$ cat src/sv/ssdq_pkg.sv
package ssdq_pkg;

    localparam int TIME_W      = 32;
    localparam int ID_W        = 16;
    localparam int KIND_W      = 2;
    localparam int LIMIT_W     = 3;
    localparam int QUEUE_DEPTH = 4;
    localparam int QIDX_W      = $clog2(QUEUE_DEPTH);
    localparam int CNT_W       = $clog2(QUEUE_DEPTH + 1);
    localparam int IN_DATA_W   = ID_W + 3 * TIME_W;
    localparam int OUT_DATA_W  = ID_W + 2 * TIME_W;

    localparam logic [KIND_W-1:0]  KIND_DONE   = 2'd0;
    localparam logic [KIND_W-1:0]  KIND_ABORT  = 2'd1;
    localparam logic [KIND_W-1:0]  KIND_DROP   = 2'd2;

    localparam logic [LIMIT_W-1:0] LIMIT_RESET = 3'd3;

    // One request as it leaves the front end
    typedef struct packed {
        logic              flush;
        logic [ID_W-1:0]   job_id;
        logic [TIME_W-1:0] arrival_time;
        logic [TIME_W-1:0] service_length;
        logic [TIME_W-1:0] deadline;
    } cmd_t;

    // One output record
    typedef struct packed {
        logic [KIND_W-1:0] kind;
        logic [ID_W-1:0]   job_id;
        logic [TIME_W-1:0] event_time;
        logic [TIME_W-1:0] wait_delay;
    } rec_t;

endpackage

$ cat src/sv/ssdq_front.sv
module ssdq_front (
    input  logic                           clk,
    input  logic                           rst_n,
    input  logic                           s_axis_tvalid,
    output logic                           s_axis_tready,
    input  logic [ssdq_pkg::IN_DATA_W-1:0] s_axis_tdata,
    input  logic                           s_axis_tuser,
    output logic                           cmd_valid,
    output ssdq_pkg::cmd_t                 cmd,
    input  logic                           cmd_pop
);
    import ssdq_pkg::*;

    localparam int FDEPTH = 2;

    cmd_t       cmd_in;
    cmd_t       q_mem [FDEPTH];
    logic       wr_ptr_reg;
    logic       rd_ptr_reg;
    logic [1:0] fill_reg;
    logic       push;
    logic       pop;

    // Split the request into its fields; tuser marks a flush
    always_comb
    begin
        cmd_in.flush          = s_axis_tuser;
        cmd_in.job_id         = s_axis_tdata[ID_W-1:0];
        cmd_in.arrival_time   = s_axis_tdata[ID_W +: TIME_W];
        cmd_in.service_length = s_axis_tdata[ID_W + TIME_W +: TIME_W];
        cmd_in.deadline       = s_axis_tdata[ID_W + 2 * TIME_W +: TIME_W];
    end

    assign s_axis_tready = (fill_reg != 2'(FDEPTH));
    assign push          = s_axis_tvalid && s_axis_tready;
    assign cmd_valid     = (fill_reg != 2'd0);
    assign pop           = cmd_pop && cmd_valid;
    assign cmd           = q_mem[rd_ptr_reg];

    always_ff @(posedge clk)
    begin
        if (push)
        begin
            q_mem[wr_ptr_reg] <= cmd_in;
        end
    end

    always_ff @(posedge clk or negedge rst_n)
    begin
        if (!rst_n)
        begin
            wr_ptr_reg <= 1'b0;
            rd_ptr_reg <= 1'b0;
            fill_reg   <= 2'd0;
        end
        else
        begin
            if (push)
            begin
                wr_ptr_reg <= ~wr_ptr_reg;
            end
            if (pop)
            begin
                rd_ptr_reg <= ~rd_ptr_reg;
            end
            if (push && !pop)
            begin
                fill_reg <= fill_reg + 2'd1;
            end
            else if (pop && !push)
            begin
                fill_reg <= fill_reg - 2'd1;
            end
        end
    end

endmodule

$ cat src/sv/ssdq_back.sv
module ssdq_back (
    input  logic                         clk,
    input  logic                         rst_n,
    input  logic                         cfg_we,
    input  logic [ssdq_pkg::LIMIT_W-1:0] cfg_wdata,
    input  logic                         cmd_valid,
    input  ssdq_pkg::cmd_t               cmd,
    output logic                         cmd_pop,
    output logic                         rec_valid,
    output ssdq_pkg::rec_t               rec,
    output logic                         rec_last,
    input  logic                         rec_ready
);
    import ssdq_pkg::*;

    localparam logic [1:0] ST_IDLE = 2'd0;
    localparam logic [1:0] ST_PICK = 2'd1;
    localparam logic [1:0] ST_EXEC = 2'd2;

    localparam logic [2:0] ACT_HEAD   = 3'd0;
    localparam logic [2:0] ACT_NEW    = 3'd1;
    localparam logic [2:0] ACT_QUEUE  = 3'd2;
    localparam logic [2:0] ACT_DROP   = 3'd3;
    localparam logic [2:0] ACT_FINISH = 3'd4;

    logic [1:0]         state_reg;
    logic [LIMIT_W-1:0] limit_reg;
    logic [TIME_W-1:0]  sft_reg;
    logic [TIME_W-1:0]  sft_next;
    logic [QIDX_W-1:0]  head_reg;
    logic [CNT_W-1:0]   count_reg;
    logic               new_done_reg;
    cmd_t               cur_reg;

    logic [ID_W-1:0]    wid_mem  [QUEUE_DEPTH];
    logic [TIME_W-1:0]  warr_mem [QUEUE_DEPTH];
    logic [TIME_W-1:0]  wlen_mem [QUEUE_DEPTH];
    logic [TIME_W-1:0]  wdl_mem  [QUEUE_DEPTH];

    logic [ID_W-1:0]    job_id_reg;
    logic [TIME_W-1:0]  job_arr_reg;
    logic [TIME_W-1:0]  job_len_reg;
    logic [TIME_W-1:0]  job_dl_reg;
    logic [TIME_W-1:0]  t_reg;

    logic               pend_valid_reg;
    rec_t               pend_reg;
    rec_t               exec_rec;
    logic               out_valid_reg;
    rec_t               out_reg;
    logic               out_last_reg;

    logic [2:0]         act;
    logic [LIMIT_W-1:0] limit_eff;
    logic [QIDX_W-1:0]  tail;
    logic               sft_le_arr;
    logic [TIME_W-1:0]  sel_arr;
    logic [TIME_W-1:0]  t_next;
    logic               out_free;
    logic               stall;
    logic               push_out;
    logic               ends_item;

    logic [TIME_W:0]    fin_sum;
    logic               late_start;
    logic               overrun;
    logic [TIME_W-1:0]  start_t;

    assign limit_eff  = (limit_reg > LIMIT_W'(QUEUE_DEPTH)) ? LIMIT_W'(QUEUE_DEPTH) : limit_reg;
    assign tail       = head_reg + count_reg[QIDX_W-1:0];
    assign sft_le_arr = (sft_reg <= cur_reg.arrival_time);

    // Pick the next action for the request in hand
    always_comb
    begin
        if (cur_reg.flush)
        begin
            act = (count_reg != '0) ? ACT_HEAD : ACT_FINISH;
        end
        else if (new_done_reg)
        begin
            act = ACT_FINISH;
        end
        else if (count_reg != '0 && sft_le_arr)
        begin
            act = ACT_HEAD;
        end
        else if (count_reg == '0 && sft_le_arr)
        begin
            act = ACT_NEW;
        end
        else if (count_reg < CNT_W'(limit_eff))
        begin
            act = ACT_QUEUE;
        end
        else
        begin
            act = ACT_DROP;
        end
    end

    assign sel_arr   = (act == ACT_HEAD) ? warr_mem[head_reg] : cur_reg.arrival_time;
    assign t_next    = (sft_reg < sel_arr) ? sel_arr : sft_reg;
    assign ends_item = (act == ACT_QUEUE) || (act == ACT_FINISH);
    assign out_free  = !out_valid_reg || rec_ready;
    assign stall     = pend_valid_reg && !out_free;
    assign push_out  = (state_reg == ST_PICK) && pend_valid_reg && out_free;
    assign cmd_pop   = (state_reg == ST_IDLE) && cmd_valid;

    // Serve the latched job from its start time
    assign fin_sum    = {1'b0, t_reg} + {1'b0, job_len_reg};
    assign late_start = (t_reg >= job_dl_reg);
    assign overrun    = !late_start && (fin_sum > {1'b0, job_dl_reg});
    assign start_t    = overrun ? job_dl_reg : t_reg;

    always_comb
    begin
        exec_rec.job_id     = job_id_reg;
        exec_rec.wait_delay = start_t - job_arr_reg;
        if (late_start || overrun)
        begin
            exec_rec.kind       = KIND_ABORT;
            exec_rec.event_time = start_t;
            sft_next            = start_t;
        end
        else
        begin
            exec_rec.kind       = KIND_DONE;
            exec_rec.event_time = fin_sum[TIME_W-1:0];
            sft_next            = fin_sum[TIME_W-1:0];
        end
    end

    // Payload registers
    always_ff @(posedge clk)
    begin
        if (cmd_pop)
        begin
            cur_reg <= cmd;
        end
        if (state_reg == ST_PICK && !stall)
        begin
            if (act == ACT_HEAD)
            begin
                job_id_reg  <= wid_mem[head_reg];
                job_arr_reg <= warr_mem[head_reg];
                job_len_reg <= wlen_mem[head_reg];
                job_dl_reg  <= wdl_mem[head_reg];
                t_reg       <= t_next;
            end
            else if (act == ACT_NEW)
            begin
                job_id_reg  <= cur_reg.job_id;
                job_arr_reg <= cur_reg.arrival_time;
                job_len_reg <= cur_reg.service_length;
                job_dl_reg  <= cur_reg.deadline;
                t_reg       <= t_next;
            end
            else if (act == ACT_QUEUE)
            begin
                wid_mem[tail]  <= cur_reg.job_id;
                warr_mem[tail] <= cur_reg.arrival_time;
                wlen_mem[tail] <= cur_reg.service_length;
                wdl_mem[tail]  <= cur_reg.deadline;
            end
            else if (act == ACT_DROP)
            begin
                pend_reg.kind       <= KIND_DROP;
                pend_reg.job_id     <= cur_reg.job_id;
                pend_reg.event_time <= cur_reg.arrival_time;
                pend_reg.wait_delay <= '0;
            end
        end
        if (state_reg == ST_EXEC)
        begin
            pend_reg <= exec_rec;
        end
        if (push_out)
        begin
            out_reg      <= pend_reg;
            out_last_reg <= ends_item;
        end
    end

    // Control state
    always_ff @(posedge clk or negedge rst_n)
    begin
        if (!rst_n)
        begin
            state_reg      <= ST_IDLE;
            limit_reg      <= LIMIT_RESET;
            sft_reg        <= '0;
            head_reg       <= '0;
            count_reg      <= '0;
            new_done_reg   <= 1'b0;
            pend_valid_reg <= 1'b0;
            out_valid_reg  <= 1'b0;
        end
        else
        begin
            if (cfg_we)
            begin
                limit_reg <= cfg_wdata;
            end

            if (push_out)
            begin
                out_valid_reg <= 1'b1;
            end
            else if (rec_ready)
            begin
                out_valid_reg <= 1'b0;
            end

            // Hold a fresh record until the output register takes it
            if (state_reg == ST_EXEC || (state_reg == ST_PICK && !stall && act == ACT_DROP))
            begin
                pend_valid_reg <= 1'b1;
            end
            else if (push_out)
            begin
                pend_valid_reg <= 1'b0;
            end

            unique case (state_reg)
                ST_IDLE:
                begin
                    if (cmd_valid)
                    begin
                        new_done_reg <= 1'b0;
                        state_reg    <= ST_PICK;
                    end
                end
                ST_PICK:
                begin
                    if (!stall)
                    begin
                        unique case (act)
                            ACT_HEAD:
                            begin
                                head_reg  <= head_reg + QIDX_W'(1);
                                count_reg <= count_reg - CNT_W'(1);
                                state_reg <= ST_EXEC;
                            end
                            ACT_NEW:
                            begin
                                new_done_reg <= 1'b1;
                                state_reg    <= ST_EXEC;
                            end
                            ACT_QUEUE:
                            begin
                                count_reg <= count_reg + CNT_W'(1);
                                state_reg <= ST_IDLE;
                            end
                            ACT_DROP:
                            begin
                                new_done_reg <= 1'b1;
                            end
                            default:
                            begin
                                if (cur_reg.flush)
                                begin
                                    sft_reg <= '0;
                                end
                                state_reg <= ST_IDLE;
                            end
                        endcase
                    end
                end
                ST_EXEC:
                begin
                    sft_reg   <= sft_next;
                    state_reg <= ST_PICK;
                end
                default:
                begin
                    state_reg <= ST_IDLE;
                end
            endcase
        end
    end

    assign rec_valid = out_valid_reg;
    assign rec       = out_reg;
    assign rec_last  = out_last_reg;

endmodule

$ cat src/sv/single_server_deadline_queue_core.sv
// A job served at once passes the front FIFO, cur_reg, the job registers, pend_reg
// and out_reg. The back end takes one request at a time; each job taken through the
// server uses the shared serve step (pick, then execute), a dropped job a pick alone.
// The front end buffers 2 requests, so it keeps accepting while the back end works.
// Reset (rst_n, async low): clock 0, wait FIFO empty, queue_limit 3;
// FIFO contents are left as they are and need no clearing pass.
module single_server_deadline_queue_core (
    input  logic                            clk,
    input  logic                            rst_n,
    // Configuration: queue_limit
    input  logic                            cfg_we,
    input  logic [ssdq_pkg::LIMIT_W-1:0]    cfg_wdata,
    // Request stream
    input  logic                            s_axis_tvalid,
    output logic                            s_axis_tready,
    // job_id[15:0], arrival_time[47:16], service_length[79:48], deadline[111:80]
    input  logic [ssdq_pkg::IN_DATA_W-1:0]  s_axis_tdata,
    // command[0]: 0 job arrival, 1 flush
    input  logic                            s_axis_tuser,
    // Record stream
    output logic                            m_axis_tvalid,
    input  logic                            m_axis_tready,
    // out_job_id[15:0], event_time[47:16], wait_delay[79:48]
    output logic [ssdq_pkg::OUT_DATA_W-1:0] m_axis_tdata,
    // record_kind[1:0]
    output logic [ssdq_pkg::KIND_W-1:0]     m_axis_tuser,
    // last record caused by a request
    output logic                            m_axis_tlast
);
    import ssdq_pkg::*;

    logic cmd_valid;
    cmd_t cmd;
    logic cmd_pop;
    rec_t rec;

    // Front end: take requests, split fields, hold them in a short queue
    ssdq_front u_front (
        .clk           (clk),
        .rst_n         (rst_n),
        .s_axis_tvalid (s_axis_tvalid),
        .s_axis_tready (s_axis_tready),
        .s_axis_tdata  (s_axis_tdata),
        .s_axis_tuser  (s_axis_tuser),
        .cmd_valid     (cmd_valid),
        .cmd           (cmd),
        .cmd_pop       (cmd_pop)
    );

    // Back end: drain the wait FIFO, serve, queue or drop, and emit records
    ssdq_back u_back (
        .clk       (clk),
        .rst_n     (rst_n),
        .cfg_we    (cfg_we),
        .cfg_wdata (cfg_wdata),
        .cmd_valid (cmd_valid),
        .cmd       (cmd),
        .cmd_pop   (cmd_pop),
        .rec_valid (m_axis_tvalid),
        .rec       (rec),
        .rec_last  (m_axis_tlast),
        .rec_ready (m_axis_tready)
    );

    // Pack the record: id lowest, then event time, then delay
    assign m_axis_tdata = {rec.wait_delay, rec.event_time, rec.job_id};
    assign m_axis_tuser = rec.kind;

endmodule

$ cat config.mk
export PLATFORM = sky130hd
export DESIGN_NAME = single_server_deadline_queue_core
export DESIGN_NICKNAME = d
export VERILOG_FILES = /design/src/sv/ssdq_pkg.sv /design/src/sv/ssdq_front.sv /design/src/sv/ssdq_back.sv /design/src/sv/single_server_deadline_queue_core.sv
export SDC_FILE = /design/constraint.sdc
export NUM_CORES = 1
export LEC_CHECK = 0
export BUFFER_PORTS_ARGS = -buffer_cell sky130_fd_sc_hd__buf_2
export CORE_UTILIZATION = 45
export DETAILED_ROUTE_END_ITERATION = 16
export SYNTH_ARGS = -nofsm -noshare
export SYNTH_HDL_FRONTEND = slang
export SYNTH_SLANG_ARGS = --single-unit
export TNS_END_PERCENT = 30
$ cat constraint.sdc
create_clock -name clk -period 29.3 [get_ports clk]
set_input_delay 0 -clock clk [delete_from_list [all_inputs] [get_ports clk]]
set_output_delay 0 -clock clk [all_outputs]
set_load 0.01 [all_outputs]
### Word-level counts from Yosys, hierarchy flattened

Memories as Yosys holds them, arrays and structs flattened. A register that Yosys moved wholly into a read port is not among the register bits.
Index checks and enable logic that the tools add are counted.

* word-level logic and storage cells: 164
* flip-flop bits (word level): 358
* output and inout port bits: 85
* memories kept: 5
* input bits: 121
* memory bits (writable): 674

* add/subtract/negate cells: 8
* magnitude comparators: 6
* muxes and demuxes: 54
* equality and inequality tests: 16
* reduce and logical (&&, ||, !) cells: 47
* bitwise operators: 3

Memory list
* u_front.q_mem: depth 2, bits a word 113, read ports 1, clocked after memory_dff 1, write ports 1, RTL line ssdq_front.sv:17 `cmd_t q_mem [FDEPTH];`
* u_back.warr_mem: depth 4, bits a word 32, read ports 1, clocked after memory_dff 0, write ports 1, RTL line ssdq_back.sv:36 `logic [TIME_W-1:0] warr_mem [QUEUE_DEPTH];`
* u_back.wdl_mem: depth 4, bits a word 32, read ports 1, clocked after memory_dff 0, write ports 1, RTL line ssdq_back.sv:38 `logic [TIME_W-1:0] wdl_mem [QUEUE_DEPTH];`
* u_back.wlen_mem: depth 4, bits a word 32, read ports 1, clocked after memory_dff 0, write ports 1, RTL line ssdq_back.sv:37 `logic [TIME_W-1:0] wlen_mem [QUEUE_DEPTH];`
* u_back.wid_mem: depth 4, bits a word 16, read ports 1, clocked after memory_dff 0, write ports 1, RTL line ssdq_back.sv:35 `logic [ID_W-1:0] wid_mem [QUEUE_DEPTH];`

Operators by type and width (count)
* $mux W82: 6
* $mux W32: 15
* $pmux W32 S2: 1
* $add A32 B32 Y33: 1
* $gt A33 B32 Y1: 1
* $ge A32 B32 Y1: 1
* $le A32 B32 Y1: 1
* $lt A32 B32 Y1: 1
* $mux W16: 2
* $sub A32 B32 Y32: 1
* $reduce_bool A2 Y1: 10
* $mux W3: 6
* $mux W1: 16
* $ne A2 B2 Y1 const B: 8
* $logic_and A1 B1 Y1: 13
* $reduce_and A3 Y1: 3
* $mux W2: 4
* $reduce_and A4 Y1: 2
* $eq A3 B2 Y1 const B: 2
* $logic_not A1 Y1: 6
* $logic_not A3 Y1: 2
* $pmux W2 S3: 1
* $pmux W3 S2: 1
* $reduce_and A5 Y1: 1
* other kinds (21): 29

### Longest topological paths before layout

Gate-level depths: netlist of run 1.

* depth after elaboration: 15
* gate-level depth with buffers: 33
* depth with buffers taken out: 31

### Cells and area by module

From an unflattened synthesis of run 1, not the netlist that was laid out.

* cells, all modules: 2962
* area, all modules: 48955.7 um2

By module, submodules not included
* ssdq_back: times used 1, cells an instance 2592, area an instance 40358.7 um2
* ssdq_front: times used 1, cells an instance 370, area an instance 8597.0 um2

### Worst setup path before layout of run 1

OpenSTA, ideal clock, no wires.

* path type: register -> register
* start: reg u_back.cur_reg[87] (netlist name)
* end: mem u_back.warr_mem[2][0], enable pin
* arrival: 12.617 ns
* required time: 28.442 ns
* path slack: 15.825 ns
* cell stages (with the launch flop): 9
* buffers on the path: 0
* clock period less this slack: 13.475 ns
* path through: edfxtp_1 > inv_1 > ha_1 > nand4_1 > or4_4 > nor2_1 > a21oi_1 > nand3b_1 > nor4_1

* cells in the longest elaborated chain, start to end: 12
* elaborated cells between the ends (all ways): 15

RTL lines
* $le A32 B32 Y1 (*): RTL line ssdq_back.sv:71 `assign sft_le_arr = (sft_reg <= cur_reg.arrival_time);`
* $logic_and A1 B1 Y1: RTL line ssdq_back.sv:88 `else if (count_reg == '0 && sft_le_arr)`
* $mux W3: RTL line ssdq_back.sv:88
* $mux W3 (*): RTL line ssdq_back.sv:84 `else if (count_reg != '0 && sft_le_arr)`
* $mux W3 (*): RTL line ssdq_back.sv:80 `else if (new_done_reg)`
* $mux W3 (*): RTL line ssdq_back.sv:76 `if (cur_reg.flush)`
* $eq A3 B2 Y1: RTL line ssdq_back.sv:159 `else if (act == ACT_QUEUE)`
* $mux W1: RTL line ssdq_back.sv:159
* $mux W1: RTL line ssdq_back.sv:151 `else if (act == ACT_NEW)`
* $mux W1 (*): RTL line ssdq_back.sv:143 `if (act == ACT_HEAD)`
* $mux W1 (*): RTL line ssdq_back.sv:141 `if (state_reg == ST_PICK && !stall)`
* $mux W1 (not written as such) (*): RTL line ssdq_back.sv:162 `warr_mem[tail] <= cur_reg.arrival_time;`
* end, declared: RTL line ssdq_back.sv:36

Mark *: on every way between the ends. The rest lies on a longest branch, timed or not.

### Worst setup path in the final report of run 1

* start: reg u_back.t_reg[0]
* end: reg u_back.pend_reg[30] in the netlist's numbering, data pin

* cells in the longest elaborated chain, start to end: 6
* elaborated cells between the ends (all ways): 8

RTL lines
* start, declared: RTL line ssdq_back.sv:44 `logic [TIME_W-1:0] t_reg;`
* start signal, assigned: RTL line ssdq_back.sv:149 `t_reg <= t_next;`
* start signal, assigned: RTL line ssdq_back.sv:157 `t_reg <= t_next;`
* $add A32 B32 Y33 / $ge A32 B32 Y1 (equally long branches): RTL line ssdq_back.sv:111, ssdq_back.sv:112
* $gt A33 B32 Y1 / $logic_not A1 Y1 (equally long branches): RTL line ssdq_back.sv:113 `assign overrun = !late_start && (fin_sum > {1'b0, job_dl_reg});`
* $logic_and A1 B1 Y1: RTL line ssdq_back.sv:113
* $mux W32 (*): RTL line ssdq_back.sv:114 `assign start_t = overrun ? job_dl_reg : t_reg;`
* $sub A32 B32 Y32 (*): RTL line ssdq_back.sv:119 `exec_rec.wait_delay = start_t - job_arr_reg;`
* $mux W82 (*): RTL line ssdq_back.sv:174 `if (state_reg == ST_EXEC)`
* end signal, assigned: RTL line ssdq_back.sv:176 `pend_reg <= exec_rec;`
* end, declared: RTL line ssdq_back.sv:47 `rec_t pend_reg;`

Marks and branches as above.
A chain may end at the register's enable or synchronous reset.

==> results of run 1 <==
[metrics by stage]
step | hold WS [ps] | util [%] | area [µm²] | setup slack [ps]
after floorplan | -295.6 | - | 48800 | 15830
after global placement | 186.9 | 48.02 | 51550 | 20240
after detailed placement | 191.0 | 48.02 | 51550 | 19890
after CTS | 1.472 | 53.76 | 57710 | 19830
after global routing | 7.446 | 53.76 | 57710 | 18880
final | 36.74 | 53.76 | 57710 | 19670
[area by class of cell]
type	count	area [µm²]	area share, %
Clock buffer	140	3065	5.312
Multi-Input combinational cell	1558	13760	23.85
Inverter	155	584.3	1.012
Timing Repair Buffer	462	3558	6.166
Tap cell	1403	1755	3.042
Sequential cell	1145	34150	59.18
Clock inverter	80	832.0	1.442
[critical path: cells and delay by family (launching register included)]
family / cells / cell delay (ps)
AO/OA/AOI/OAI: 18 / 4840
AND/OR/NAND/NOR: 5 / 1740
adder cells (fa/ha/maj): 5 / 1640
flip-flops: 1 / 420
buffers and inverters: 1 / 400
XOR/XNOR: 2 / 300
[routing by layer]
layer	up-vias	wire length, µm
li1	12490	-
met1	13910	50230
met2	661	59700
met3	190	4824
met4	0	3750
met5	-	0
[cells in the final DEF, fill, tap and decap left out, types with 16 or more instances in the layout]
cell type                       instances
sky130_fd_sc_hd__dlygate4sd3_1        226
sky130_fd_sc_hd__nor2b_1               21
sky130_fd_sc_hd__xnor2_1               32
sky130_fd_sc_hd__clkbuf_1              19
sky130_fd_sc_hd__nor3_1                23
sky130_fd_sc_hd__nand3_1               20
sky130_fd_sc_hd__edfxtp_1            1096
sky130_fd_sc_hd__buf_2                205
sky130_fd_sc_hd__mux4_2               112
sky130_fd_sc_hd__ha_1                 194
sky130_fd_sc_hd__clkbuf_16            118
sky130_fd_sc_hd__nor2_1                69
sky130_fd_sc_hd__o211ai_1              20
sky130_fd_sc_hd__o21ai_0              138
sky130_fd_sc_hd__clkinv_2              22
sky130_fd_sc_hd__dfrtp_1               44
sky130_fd_sc_hd__a21oi_1               94
sky130_fd_sc_hd__inv_1                153
sky130_fd_sc_hd__nand4_1               34
sky130_fd_sc_hd__a21o_1                63
sky130_fd_sc_hd__a31oi_1               23
sky130_fd_sc_hd__nand2_1              230
sky130_fd_sc_hd__xor2_1                23
sky130_fd_sc_hd__mux2_2               230
sky130_fd_sc_hd__clkinv_1              27
sky130_fd_sc_hd__buf_4                 28
sky130_fd_sc_hd__mux2_4                31
sky130_fd_sc_hd__o21a_1                16
[cells in the mapped netlist, types with 23 or more instances]
cell | n | area share (%)
sky130_fd_sc_hd__nor2_1 | 75 | 0.58
sky130_fd_sc_hd__inv_1 | 155 | 1.2
sky130_fd_sc_hd__a31oi_1 | 24 | 0.31
sky130_fd_sc_hd__nand2_1 | 231 | 1.8
sky130_fd_sc_hd__dfrtp_1 | 47 | 2.4
sky130_fd_sc_hd__a21oi_1 | 94 | 0.96
sky130_fd_sc_hd__a21o_1 | 63 | 0.97
sky130_fd_sc_hd__xor2_1 | 23 | 0.41
sky130_fd_sc_hd__o21ai_0 | 138 | 1.4
sky130_fd_sc_hd__nor3_1 | 23 | 0.24
sky130_fd_sc_hd__xnor2_1 | 32 | 0.57
sky130_fd_sc_hd__edfxtp_1 | 1096 | 67
sky130_fd_sc_hd__mux2_2 | 230 | 5.3
sky130_fd_sc_hd__mux2_4 | 31 | 0.95
sky130_fd_sc_hd__nand4_1 | 34 | 0.44
sky130_fd_sc_hd__clkbuf_1 | 62 | 0.48
sky130_fd_sc_hd__ha_1 | 194 | 5.0
sky130_fd_sc_hd__mux4_2 | 112 | 5.2
[worst min path at each step]
stage	end	slack, ps
floorplan	u_back.count_reg[0]	-300
global placement	u_front.q_mem[1][3]	190
detailed placement	u_front.q_mem[0][57]	190
CTS	u_front.q_mem[0][87]	1
global route	u_front.q_mem[0][29]	7
finish	u_front.q_mem[0][29]	40
[kinds of logic after synthesis]
family	Yosys count	share of synthesized area (%)
AND/OR/NAND/NOR	467	4.353
adder cells (fa/ha/maj)	197	5.097
multiplexers	379	11.55
AO/OA/AOI/OAI	460	6.014
flip-flops	1145	69.95
buffers and inverters	252	2.043
XOR/XNOR	55	0.9870
==> reports/qor.log, run 1 <==
INFO  cts            cts_repair_resize_count=0
INFO  critical_path  rr_worst_depth=31
INFO  cts            clock_tree_from_tritoncts=done
INFO  routing        num_vias=27250
INFO  floorplanning  chipHeight=331.3µm
INFO  placement      numPortBuffers=205
INFO  critical_path  cp_max_fanout=18
INFO  synth          dominantRegCellSynth=sky130_fd_sc_hd__edfxtp_1
INFO  critical_path  r2r_slack=19670ps
INFO  routing        routed_wire_length_per_instance=23.97µm
INFO  cts            cts_setup_buffers=0
INFO  final_layout   finalNonFillerCells=4943
INFO  timing         setup_viol=0
INFO  critical_path  reg2reg_to=u_back.pend_reg[30]
INFO  critical_path  cp-startpoint=u_back.t_reg[0]
INFO  synth          post_synth_inst_count=2955
INFO  final_layout   design.final.nets=3758
INFO  timing         slew_worst_pin=1147ps
INFO  cts            numClockSinks=1145
INFO  synth          postSynthAreaPerCell=16.52µm²
INFO  critical_path  worstSetupStartpointType=flop
INFO  global_routing grt_pass1_wl=179100µm
INFO  placement      hpwlAfterDp=78980µm
INFO  floorplanning  design.portCount=206
INFO  floorplanning  floorplan.die_area=109800µm²
INFO  critical_path  crit_slowest_cell=sky130_fd_sc_hd__nor3_4
INFO  critical_path  critPathArrivalTime=10080ps
INFO  global_routing grtUsageTotal=21.71%
INFO  routing        drt_pass1_iterations=6
INFO  timing         rsz0062_at_grt=no
INFO  timing         max_freq=103.8MHz
INFO  synth          postSynth.asyncResetShare=4.279%
INFO  global_routing global_route.peak_usage_layer=met2
INFO  critical_path  worst-setup-path-type=reg2reg
INFO  job            timing.max_cap.violations=0
INFO  critical_path  worst_ep_required_time=29750ps
INFO  final_layout   top_register=u_front.q_mem
INFO  final_layout   largest_reg_flops=226
INFO  final_layout   layout.filler_cells=8575
INFO  floorplanning  rows=120
INFO  synth          ys_seq_elements=1145
INFO  timing         min_period_over_period=32.87%
INFO  cts            cts_buf_count=118
INFO  placement      dp_cells=4497
INFO  synth          syn_nets=3273
INFO  global_routing groute.layer.met1.usage=28.08%
INFO  timing         timing.setup.tns=0ps
INFO  global_routing initial_antenna_violation_count=1
INFO  floorplanning  start_util=45.46%
INFO  cts            worst_setup_hold_path_clk_slew=60ps
INFO  timing         hold_violations=0
INFO  final_layout   drive_above_1_share=23.33%
INFO  synth          synth.cell_area=48800µm²
INFO  global_routing grt_pass1_vias=28680
INFO  routing        drt-vias-per-instance=5.513
INFO  critical_path  critical_path.reg2reg.startpoint=u_back.t_reg[0]
INFO  cts            cell_at_the_root_of_the_clock_tree=sky130_fd_sc_hd__clkbuf_16
INFO  synth          yosysWarningCount=0
INFO  global_routing grt_overflow=0
INFO  critical_path  setup.worst_path.end_class=flop
INFO  hold_path      holdPathStages=2
INFO  routing        ant_nets=0
INFO  synth          synth-seq-area-share=69.95%
INFO  global_routing largest_net_degree_at_the_start_of_global_routing=145
INFO  placement      final_replace_weighted_congestion=0.9519
INFO  timing         timing.final.max_slew_violations=0
INFO  hold_path      min-delay-path-class=in2reg
INFO  critical_path  timing.critical_path.slowest_cell_delay=710ps
INFO  synth          synth_cell_types=65
INFO  cts            cts_hold_buffers=226
INFO  synth          synth_enable_flop_cells=1096
INFO  routing        drt_iter0_markers=2029
INFO  timing         max-slew-margin-rel=23.55%
INFO  routing        routed_wl=118500µm
INFO  timing         clock_skew=47.79ps
INFO  floorplanning  die_x=331.3µm
INFO  outcome        run_status=finished clean
INFO  critical_path  worst_setup_path_endpoint=u_back.pend_reg[30]
INFO  floorplanning  floorplan.core_area=107400µm²
INFO  global_routing grt_util_met2=37.80%
INFO  routing        drc_errors=0
INFO  cts            cts-htree-levels=3
INFO  cts            clock_tree.buffer_depth=3
INFO  final_layout   syn2layout_area_growth=18.25%
INFO  hold_path      min_delay_src=s_axis_tdata[109]
INFO  global_routing grtUsageMet3=2.982%
INFO  cts            clock_insertion_delay_worst_skew=730ps
INFO  timing         finalCriticalPeriod=9630ps
INFO  final_layout   antenna-diode-count=0
Power of run 1 is not shown: default switching activity piles up to over one toggle a cycle in this logic, so the estimate is an artifact.
==> run 2, diff against run 1 <==
Clock period 29.3 ns to 9.4 ns, I/O delays scaled along.
==> run 2 against run 1 <==
Effect of this change: die area unchanged; sequential share of layout area is essentially flat; maximum frequency increased by 9.0%; via count barely moved; clock skew shrank 22 ps; count of clock-buffer cells in the layout rose by 10; core utilization hardly changed; worst hold slack worse by 9.3 ps; global-route usage up 0.18 points; critical path depth is the same; critical path type unchanged; critical endpoint unchanged; largest cell class unchanged; highest routed layer is now met5.
==> reports/qor.log, run 2 (synthesized netlist as in run 1, its figures left out) <==
INFO  outcome        run_status=finished clean
INFO  timing         timing.setup.tns=0ps
INFO  final_layout   final_core_utilization=53.80%
INFO  cts            cts_buf_count=117
INFO  routing        drc_errors=0
INFO  cts            clock_tree.buffer_depth=3
INFO  routing        ant_nets=0
INFO  placement      numPortBuffers=205
INFO  placement      final_replace_weighted_congestion=0.9546
INFO  critical_path  cp.buffers_inverters=1
INFO  timing         clock_skew=25.44ps
INFO  timing         timing.final.max_slew_violations=0
INFO  timing         slew_worst_pin=1020ps
INFO  final_layout   top_register=u_front.q_mem
INFO  critical_path  worst_ep_required_time=9850ps
INFO  timing         max_freq=113.2MHz
INFO  floorplanning  start_util=45.46%
INFO  final_layout   layout.filler_cells=8537
INFO  cts            clock_insertion_delay_worst_skew=710ps
INFO  critical_path  reg2reg_to=u_back.pend_reg[30]
INFO  critical_path  critical_path.reg2reg.startpoint=u_back.t_reg[0]
INFO  timing         hold_violations=0
INFO  critical_path  worst-setup-path-type=reg2reg
INFO  routing        drt_iter0_markers=1994
INFO  critical_path  timing.critical_path.slowest_cell_delay=550ps
INFO  global_routing grtUsageTotal=21.89%
INFO  placement      hpwlAfterDp=80070µm
INFO  floorplanning  design.portCount=206
INFO  cts            cts-htree-levels=3
INFO  timing         rsz0062_at_grt=no
INFO  critical_path  top_delay_family_on_crit_path=compound AO/OA/AOI/OAI gates
INFO  critical_path  cp_max_fanout=14
INFO  timing         timing.hold.ws=27.41ps
INFO  cts            cell_at_the_root_of_the_clock_tree=sky130_fd_sc_hd__clkbuf_16
INFO  final_layout   drive_above_1_share=23.63%
INFO  final_layout   design.final.nets=3769
INFO  global_routing grt_pass1_wl=180500µm
INFO  final_layout   finalNonFillerCells=4955
INFO  floorplanning  floorplan.die_area=109800µm²
INFO  job            timing.max_cap.violations=0
INFO  routing        num_vias=27230
INFO  final_layout   register_area=34150µm²
INFO  hold_path      min-delay-path-class=in2async
INFO  routing        drt_pass1_iterations=5
INFO  global_routing grt_pass1_vias=28850
INFO  routing        drt-vias-per-instance=5.496
INFO  critical_path  crit_slowest_cell=sky130_fd_sc_hd__o32ai_1
INFO  final_layout   final_common_cell=sky130_fd_sc_hd__edfxtp_1
INFO  final_layout   largest_reg_flops=226
INFO  critical_path  setup.worst_path.end_class=flop
INFO  global_routing initial_antenna_violation_count=5
INFO  final_layout   multiInputGateArea=13780µm²
INFO  final_layout   top_library_cells_by_usage_in_the_layout_fill_and_taps_aside=1096 x sky130_fd_sc_hd__edfxtp_1, 230 x sky130_fd_sc_hd__nand2_1, 230 x sky130_fd_sc_hd__mux2_2, 224 x sky130_fd_sc_hd__dlygate4sd3_1, 205 x sky130_fd_sc_hd__buf_2
INFO  timing         finalCriticalPeriod=8836ps
INFO  cts            clock_tree_from_tritoncts=done
INFO  floorplanning  floorplan.core_area=107400µm²
INFO  cts            numClockSinks=1145
INFO  routing        routed_wl=119800µm
INFO  final_layout   syn2layout_area_growth=18.34%
INFO  critical_path  worstSetupStartpointType=flop
INFO  global_routing grt_overflow=0
INFO  floorplanning  chipHeight=331.3µm
INFO  placement      dp_cells=4505
INFO  timing         min_period_over_period=94.00%
INFO  routing        routed_wire_length_per_instance=24.17µm
INFO  critical_path  rr_worst_depth=31
INFO  global_routing largest_net_degree_at_the_start_of_global_routing=108
INFO  cts            worst_setup_hold_path_clk_slew=70ps
INFO  timing         setup_viol=0
INFO  timing         max-slew-margin-rel=31.82%
INFO  floorplanning  rows=120
INFO  critical_path  critPathArrivalTime=9280ps
INFO  floorplanning  die_x=331.3µm
INFO  critical_path  r2r_slack=560ps
==> run 2: how the worst max path moves through the flow <==
stage                             startpoint                    end  slack [ps]  depth (start not counted)
after global routing         u_back.t_reg[0]    u_back.pend_reg[30]         120                         30
after global placement       u_back.t_reg[0]    u_back.pend_reg[30]         480                         30
after floorplan           u_back.cur_reg[87]  u_back.job_arr_reg[0]         650                          9
after detailed placement     u_back.t_reg[0]    u_back.pend_reg[30]         330                         30
after CTS                    u_back.t_reg[0]    u_back.pend_reg[30]         290                         30
final                        u_back.t_reg[0]    u_back.pend_reg[30]         560                         31
==> run 2: layout make-up <==
type,count,area share [%]
Timing Repair Buffer,474,6.330
Sequential cell,1145,59.13
Multi-Input combinational cell,1558,23.86
Tap cell,1403,3.039
Antenna cell,1,0.004333
Clock inverter,69,1.094
Clock buffer,150,5.535
Inverter,155,1.012
==> run 2: worst min-delay path: cells and delay by family <==
family | cells | cell delay (ps)
buffers and inverters | 3 | 1270
==> run 2: through the flow <==
stage | worst slack (ps) | area [µm²]
after global placement | 485.0 | 51620
after global routing | 122.0 | 57750
after floorplan | 648.2 | 48810
after detailed placement | 327.8 | 51620
after CTS | 293.5 | 57690
final | 563.6 | 57760
==> run 2: per-layer routing <==
layer	track usage, %	vias to the layer above	wire, µm
li1	-	12500	-
met1	28.14	13890	50950
met2	38.05	653	60290
met3	2.695	189	4499
met4	8.095	2	4007
met5	0	-	13
==> run 2: what timing repair did <==
item,CTS,global route
hold buffers,224,0
setup endpoints to repair,0,13
hold endpoints to repair,320,0
setup buffers,0,6
resized for setup,0,1
Power of run 2 is left out for the same reason.
